`config.mk`:
```
export PLATFORM = sky130hd
export DESIGN_NAME = pstf_rate_unit
export DESIGN_NICKNAME = d
export VERILOG_FILES = /design/src/rtl/pstf_pkg.sv /design/src/rtl/pstf_rate_unit.sv
export SDC_FILE = /design/constraint.sdc
export NUM_CORES = 2
export LEC_CHECK = 0
export ABC_AREA = 1
export ABC_CLOCK_PERIOD_IN_PS = 9200
export BUFFER_PORTS_ARGS = -buffer_cell sky130_fd_sc_hd__buf_2
export CAP_MARGIN = 20
export CELL_PAD_IN_SITES_DETAIL_PLACEMENT = 0
export CELL_PAD_IN_SITES_GLOBAL_PLACEMENT = 1
export CORE_MARGIN = 4
export CORE_UTILIZATION = 25
export CTS_CLUSTER_DIAMETER = 30
export DETAILED_ROUTE_END_ITERATION = 8
export HOLD_SLACK_MARGIN = 0.03
export PLACE_DENSITY = 0.55
export SKIP_CTS_REPAIR_TIMING = 1
export SLEW_MARGIN = 20
export SYNTH_ARGS = -nofsm -noshare
export SYNTH_HDL_FRONTEND = slang
export SYNTH_SLANG_ARGS = --single-unit
```
`constraint.sdc`:
```
create_clock -name clk -period 9.2 [get_ports clk]
set_clock_uncertainty 0.1 [all_clocks]
set_input_delay 0.46 -clock clk [delete_from_list [all_inputs] [get_ports clk]]
set_output_delay 0.46 -clock clk [all_outputs]
set_load 0.005 [all_outputs]
```
`src/rtl/pstf_pkg.sv`:
```
`timescale 1ns / 1ps
// ----------------------------------------------------------------------------
// pstf_pkg
// Shared constants, codes and helper functions for the source threat filter.
// ----------------------------------------------------------------------------
package pstf_pkg;

  // Table depths (powers of two, indexed on low address bits)
  localparam int SOURCE_ENTRIES = 4096;
  localparam int BLOCK_ENTRIES  = 1024;
  localparam int ALLOW_ENTRIES  = 1024;

  localparam int SRC_AW   = $clog2(SOURCE_ENTRIES);
  localparam int BLOCK_AW = $clog2(BLOCK_ENTRIES);
  localparam int ALLOW_AW = $clog2(ALLOW_ENTRIES);

  // Clearing pass covers the deepest table
  localparam int CLR_AW = (SRC_AW > BLOCK_AW) ?
                          ((SRC_AW > ALLOW_AW) ? SRC_AW : ALLOW_AW) :
                          ((BLOCK_AW > ALLOW_AW) ? BLOCK_AW : ALLOW_AW);

  typedef logic [10:0] score_t;

  // Request actions
  localparam logic [1:0] ACT_PACKET    = 2'd0;
  localparam logic [1:0] ACT_ALLOW_ADD = 2'd1;
  localparam logic [1:0] ACT_ALLOW_DEL = 2'd2;
  localparam logic [1:0] ACT_IGNORED   = 2'd3;

  // Drop reasons
  localparam logic [1:0] REASON_NONE  = 2'd0;
  localparam logic [1:0] REASON_BLOCK = 2'd1;
  localparam logic [1:0] REASON_AMP   = 2'd2;
  localparam logic [1:0] REASON_SCORE = 2'd3;

  // Register indexes
  localparam logic REG_FILTER_MODE = 1'b0;
  localparam logic REG_AMP_ENABLE  = 1'b1;

  localparam logic [15:0] ETH_IPV4   = 16'h0800;
  localparam logic [15:0] MIN_FRAME  = 16'd14;
  localparam logic [7:0]  PROTO_TCP  = 8'd6;
  localparam logic [7:0]  PROTO_UDP  = 8'd17;

  localparam logic [31:0] NS_PER_SEC    = 32'd1000000000;
  localparam logic [63:0] BLOCK_TIME_NS = 64'd60000000000;
  localparam score_t      BLOCK_SCORE   = 11'd500;

  // Products run by the rate unit: three count*1e9, six dur*(limit+1)
  localparam int RATE_PRODUCTS = 9;

  function automatic logic [31:0] rate_mult(input logic [3:0] n);
    logic [31:0] k;
    case (n)
      4'd0, 4'd1, 4'd2: k = NS_PER_SEC;
      4'd3:    k = 32'd10001;
      4'd4:    k = 32'd50001;
      4'd5:    k = 32'd100001;
      4'd6:    k = 32'd101;
      4'd7:    k = 32'd1001;
      4'd8:    k = 32'd5001;
      default: k = 32'd0;
    endcase
    return k;
  endfunction

  // UDP amplification source ports and their length limits
  function automatic logic amp_match(input logic [15:0] port, input logic [15:0] len);
    logic m;
    case (port)
      16'd53:    m = (len > 16'd512);
      16'd123:   m = (len > 16'd200);
      16'd161:   m = (len > 16'd200);
      16'd389:   m = (len > 16'd500);
      16'd1900:  m = (len > 16'd200);
      16'd11211: m = (len > 16'd100);
      16'd19:    m = 1'b1;
      16'd27015: m = (len > 16'd500);
      default:   m = 1'b0;
    endcase
    return m;
  endfunction

endpackage

```
`src/rtl/pstf_rate_unit.sv`:
```
`timescale 1ns / 1ps
// ----------------------------------------------------------------------------
// pstf_rate_unit
// Scores per-source rates with one shared 32x32 multiplier. Each 64-bit by
// 32-bit product takes two partial products; count*1e9 results are kept and
// compared against dur*(limit+1) as those come out.
// ----------------------------------------------------------------------------
module pstf_rate_unit (
  input  logic                 clk,
  input  logic                 rst_n,
  input  logic                 go,
  input  logic [63:0]          cnt_p,
  input  logic [63:0]          cnt_s,
  input  logic [63:0]          cnt_u,
  input  logic [63:0]          dur,
  output logic                 done,
  output pstf_pkg::score_t     score
);

  localparam int LAST_STEP = 2 * pstf_pkg::RATE_PRODUCTS;
  localparam int STEP_W    = $clog2(LAST_STEP + 1);

  logic              run_r;
  logic [STEP_W-1:0] step_r;
  logic [63:0]       mul_r;
  logic [63:0]       acc_r;
  logic [95:0]       cp_r [3];
  pstf_pkg::score_t  score_r;
  logic              done_r;

  logic [STEP_W-1:0] cons;
  logic [3:0]        n_iss;
  logic [3:0]        n_con;
  logic [63:0]       opnd;
  logic [31:0]       part;
  logic [63:0]       mul_nxt;
  logic [95:0]       full;
  logic              ge_p, ge_s, ge_u;
  pstf_pkg::score_t  pts;

  // operand select for the multiply issued this step
  always_comb begin
    n_iss = 4'(step_r >> 1);
    case (n_iss)
      4'd0:    opnd = cnt_p;
      4'd1:    opnd = cnt_s;
      4'd2:    opnd = cnt_u;
      default: opnd = dur;
    endcase
    part    = step_r[0] ? opnd[63:32] : opnd[31:0];
    mul_nxt = part * pstf_pkg::rate_mult(n_iss);
  end

  // consume the product issued a step earlier
  always_comb begin
    cons  = step_r - STEP_W'(1);
    n_con = 4'(cons >> 1);
    full  = {32'd0, acc_r} + {mul_r, 32'd0};
    ge_p  = cp_r[0] >= full;
    ge_s  = cp_r[1] >= full;
    ge_u  = cp_r[2] >= full;
    case (n_con)
      4'd3:    pts = (ge_p ? 11'd200 : 11'd0) + (ge_u ? 11'd100 : 11'd0);
      4'd4:    pts = (ge_p ? 11'd300 : 11'd0) + (ge_u ? 11'd300 : 11'd0);
      4'd5:    pts = ge_p ? 11'd500 : 11'd0;
      4'd6:    pts = ge_s ? 11'd100 : 11'd0;
      4'd7:    pts = ge_s ? 11'd200 : 11'd0;
      4'd8:    pts = ge_s ? 11'd300 : 11'd0;
      default: pts = 11'd0;
    endcase
  end

  // sequencer
  always_ff @(posedge clk) begin
    if (!rst_n) begin
      run_r  <= 1'b0;
      step_r <= '0;
      done_r <= 1'b0;
    end else begin
      done_r <= run_r && !go && (step_r == STEP_W'(LAST_STEP));
      if (go) begin
        run_r  <= 1'b1;
        step_r <= '0;
      end else if (run_r) begin
        step_r <= step_r + STEP_W'(1);
        if (step_r == STEP_W'(LAST_STEP)) begin
          run_r <= 1'b0;
        end
      end
    end
  end

  // datapath
  always_ff @(posedge clk) begin
    if (go) begin
      score_r <= '0;
    end else if (run_r) begin
      mul_r <= mul_nxt;
      if (step_r != '0) begin
        if (!cons[0]) begin
          acc_r <= mul_r;
        end else if (n_con < 4'd3) begin
          cp_r[n_con[1:0]] <= full;
        end else begin
          score_r <= score_r + pts;
        end
      end
    end
  end

  assign done  = done_r;
  assign score = score_r;

endmodule
```
# == Word level (Yosys, flattened, before mapping) ==
# Memory sizes are Yosys's and may differ from the RTL's. A register that Yosys moved wholly into a read port is not among the register bits.
# Index checks and enable logic that the tools add are counted.
# totals
mem_bits_rw,288
in_bits,259
out_inout_bits,12
romBits,400
n_memories,2
reg_bits,146
wordCells,63
# op_classes
multipliers,1
n_bitwise,4
n_eq_ne,9
magnitude_cmp,4
reduce_logical,9
mux,22
add_sub_neg,6
# memory_table
name,depth,word_bits,rd,rd_clocked_by_memory_dff,wr,line_no,text
(no name shown),16,25,1,1,0,pstf_pkg.sv:54,case (n)
cp_r,3,96,3,0,1,pstf_rate_unit.sv:27,logic [95:0] cp_r [3];
# op_table
cell,n
$ge A96 B96 Y1,3
$pmux W64 S3,1
$add A64 B96 Y96,1
$mul A32 B32 Y64,1
$pmux W10 S6,1
$mux W9,4
$mux W32,1
$eq A4 B3 Y1 const B,4
$mux W8,2
$mux W7,2
$add A11 B11 Y11,1
$add A9 B9 Y10,1
$add A8 B7 Y9,1
$mux W1,9
$eq A4 B2 Y1 const B,2
$mux W4,2
$reduce_and A4 Y1,2
$add A5 B1 Y5 const B,1
$eq A5 B5 Y1 const B,1
$reduce_bool A5 Y1,1
$sub A5 B1 Y5 const B,1
$eq A4 B1 Y1 const B,1
$eq A4 B4 Y1 const B,1
$logic_not A4 Y1,1
6 further kinds,10

# == Longest topological paths before layout ==
# logic_depth
word_depth,8
mapped_depth,42
mapped_depth_nobuf,42

# == Worst setup path before layout ==
# OpenSTA, ideal clock, no wires.
# synth_timing
path_kind,register to register
from,reg run_r
to,"reg acc_r[0], enable pin"
path_stages_with_launch,5
arrival_time_ps,7974
path_slack_ps,562
setup_time_ps,565
n_path_buf,0
required_time_ps,8535
cell_sequence,dfxtp_1 inv_1 nor2_1 inv_1 nor3_1
# synth_between
elab_chain_cells,1
# synth_rtl
item,line_no,text
start: declaration,pstf_rate_unit.sv:23,logic run_r;
start signal: assignment,pstf_rate_unit.sv:76,run_r <= 1'b0;
start signal: assignment,pstf_rate_unit.sv:82,run_r <= 1'b1;
start signal: assignment,pstf_rate_unit.sv:87,run_r <= 1'b0;
$reduce_and A4 Y1 (no line),-,
end signal: assignment,pstf_rate_unit.sv:101,acc_r <= mul_r;
end: declaration,pstf_rate_unit.sv:26,logic [63:0] acc_r;
# Every way passes these cells.
# A chain may end at the register's enable or synchronous reset.

# == Final worst setup path ==
# layout_timing
from,reg step_r[3]
to,"reg mul_r[29], data pin"
# layout_between
elab_chain_cells,4
# layout_rtl
item,line_no,text
start: declaration,pstf_rate_unit.sv:24,logic [STEP_W-1:0] step_r;
start signal: assignment,pstf_rate_unit.sv:85,step_r <= step_r + STEP_W'(1);
$eq A4 B2 Y1 (tied with other cells),pstf_rate_unit.sv:44,case (n_iss)
$pmux W64 S3 *,pstf_rate_unit.sv:44,
$mux W32 *,pstf_rate_unit.sv:50,part = step_r[0] ? opnd[63:32] : opnd[31:0];
$mul A32 B32 Y64 *,pstf_rate_unit.sv:51,mul_nxt = part * pstf_pkg::rate_mult(n_iss);
named net mul_nxt[29],pstf_rate_unit.sv:36,logic [63:0] mul_nxt;
end signal: assignment,pstf_rate_unit.sv:98,mul_r <= mul_nxt;
end: declaration,pstf_rate_unit.sv:25,logic [63:0] mul_r;
# Mark *: on every way through the listed nets, which the timed path passes. The rest lies on a longest branch.

==> run metrics <==
Mapped Area 0.0544 sq mm; Die Wd 474 microns; initial antenna violation count 8; first-pass GRT wire length 284000 microns; Hold Vio Cnt, Final 0; final antenna-violating net count 0; most frequent cell after synthesis inv_1; Worst setup endpoint mul_r[29]$_DFFE_PP_; per-cell routed wire length 19.6 microns; drt first pass iters 6; clk slew on worst S/H paths 50 ps; core area 0.215 sq mm; total track usage 0.167; Critical Path AT 9210 ps; fmax 0.113 GHz; CTS tree yes; Die Footprint 0.225 sq mm; largest cells by area after synthesis fa_1 25%, edfxtp_1 23%, ha_1 17%, inv_1 9.1%, nand2_1 7.6%; setup ws final 323 ps; Post-Syn Instances 6138; worst path required time 9530 ps; mean number of vias per cell 4.46; HP Class in2reg; Routability Congestion 0.894; CTS Sinks 448; max layer used met5; via count 42100; startpoint types flip-flop; vias in the first global route 45600; metal1 wirelength 86500 microns; row count 170; DR DRC count 0; Post-synth top cells 1324 x inv_1, 1096 x nand2_1, 730 x ha_1, 673 x fa_1, 613 x nor2_1; Post-Syn Area per Cell 8.86 sq um; final setup TNS 0 ps; Max-cap violations 0; Synth warnings 0; I/O Pins 271; FF+latch count, synth 448; Root Buffer Master clkbuf_16; Nets 8182; period utilization 0.965; H-tree depth 3; largest net degree at the start of global routing 97; Top FF cell, synth edfxtp_1; area leader, netlist fa_1; share of cells above drive strength 1 0.100; Starting Density 0.252; r2r setup slk 320 ps; relative slew slack 0.327; minimum clock period 8880 ps; Place WS 108 ps; EDFF count, synth 416; final wirelength 185000 microns; DR WL met3 8330 microns; Fin Hold WS 137 ps; clk_lat worst skew 700 ps; Crit path largest cell delay 560 ps; unrepaired setup endpoints after global routing yes; top-area cell type share of the netlist area 0.248; Longest Clk Path Bufs 3; Setup CP Type reg2reg; reg-to-reg startpoint step_r[3]$_SDFFE_PP0P_; asr flop ratio synth 0; outcome finished clean; number of port buffers 268; crit path from step_r[3]$_SDFFE_PP0P_; worst reg2reg path depth 30; hpwl dp 157000 microns; crit path max-delay cell type fa_1; WHS Path Cells 4; max-slew violations 0; sequential element share of the synthesized area 0.241; total grt overflow 0; FF-to-FF End mul_r[29]$_DFFE_PP_; Worst Setup End Kind flip-flop; # setup viols final 0; Die Y 474 microns; Worst Path Max Fanout 23; P&R area growth vs syn 16.2%; worst-margin pin slew 1010 ps; Cell variety after synth 55; Starting DRT DRC Count 2534; total CTS buffers 93; Routed met2 length 86200 microns
[state kept, by name, summed over array words and instances, names as in the netlist, named ones only]
signal,cells
cp_r,288
acc_r,64
mul_r,64
score,9
step_r,5
done,1
run_r,1
[worst min-delay path by stage]
stage / to / startpoint
4_1_cts: run_r$_SDFF_PN0_ / rst_n
2_1_floorplan: acc_r[0]$_DFFE_PP_ / mul_r[0]$_DFFE_PP_
6_report: step_r[0]$_SDFFE_PP0P_ / go
3_5_place_dp: acc_r[12]$_DFFE_PP_ / mul_r[12]$_DFFE_PP_
3_3_place_gp: acc_r[26]$_DFFE_PP_ / mul_r[26]$_DFFE_PP_
5_1_grt: step_r[0]$_SDFFE_PP0P_ / go
[cell type report]
cell class	count	area [sq um]
Fill cell	23000	152000
Multi-Input combinational cell	4216	35700
Sequential cell	448	13100
Inverter	1371	5160
Tap cell	2838	3550
Clock buffer	102	2400
Timing Repair Buffer	390	2380
Clock inverter	71	881
Antenna cell	4	10.0
[layer usage]
layer	GRT usage	vias up
li1	-	20100
met1	0.232	20800
met2	0.279	986
met3	0.0172	188
met4	0.0399	2
met5	0	-
[placed cells by master (no fill, tap or decap), drive strengths merged, types with 2 or more instances in the layout]
master,netlist,layout
o211ai,7,7
a21o,33,33
nand3b,6,6
o21a,24,24
o21ai,126,126
a21oi,327,327
and3,2,2
fa,673,673
xnor2,20,20
and2,2,2
nand2,1117,1117
clkinv,6,37
buf,58,389
dfxtp,32,32
nor3,58,58
nor2,630,630
conb,1,2
nand4,122,122
edfxtp,416,416
o21bai,9,9
nand3,170,170
ha,730,730
a31oi,35,35
clkbuf,46,102
xor2,88,88
nor4,10,10
nor3b,2,2
a21boi,7,7
nor2b,2,2
or2,10,10
diode,0,4
bufinv,0,12
clkinvlp,0,16
inv,1365,1377
[cells by family after synthesis]
family | Yosys count | synth area share
simple gates | 2131 | 0.163
buf+inv | 1475 | 0.104
xor+xnor | 108 | 0.0175
fa+ha+maj | 1403 | 0.416
flops | 448 | 0.241
compound gates | 572 | 0.0579
other cells | 1 | 0.0000690
[per-stage QoR]
stage | utilization | area (sq um) | instances
6_report | 0.293 | 63200 | 9440
5_1_grt | 0.293 | 63200 | 9439
4_1_cts | 0.293 | 63100 | 9435
3_5_place_dp | 0.278 | 59800 | 9262
3_3_place_gp | 0.278 | 59800 | 9262
2_1_floorplan | - | 54400 | 6139
[critical path, delay by kind of cell (launching register included)]
kind	cells	cell delay [ps]
flops	1	380
xor+xnor	1	440
fa+ha+maj	9	4460
simple gates	9	1540
buf+inv	10	1380
compound gates	1	300
Power is left out: the tool's default activity adds up to more than one toggle a clock period on the data nets, which glitch-free logic cannot reach.
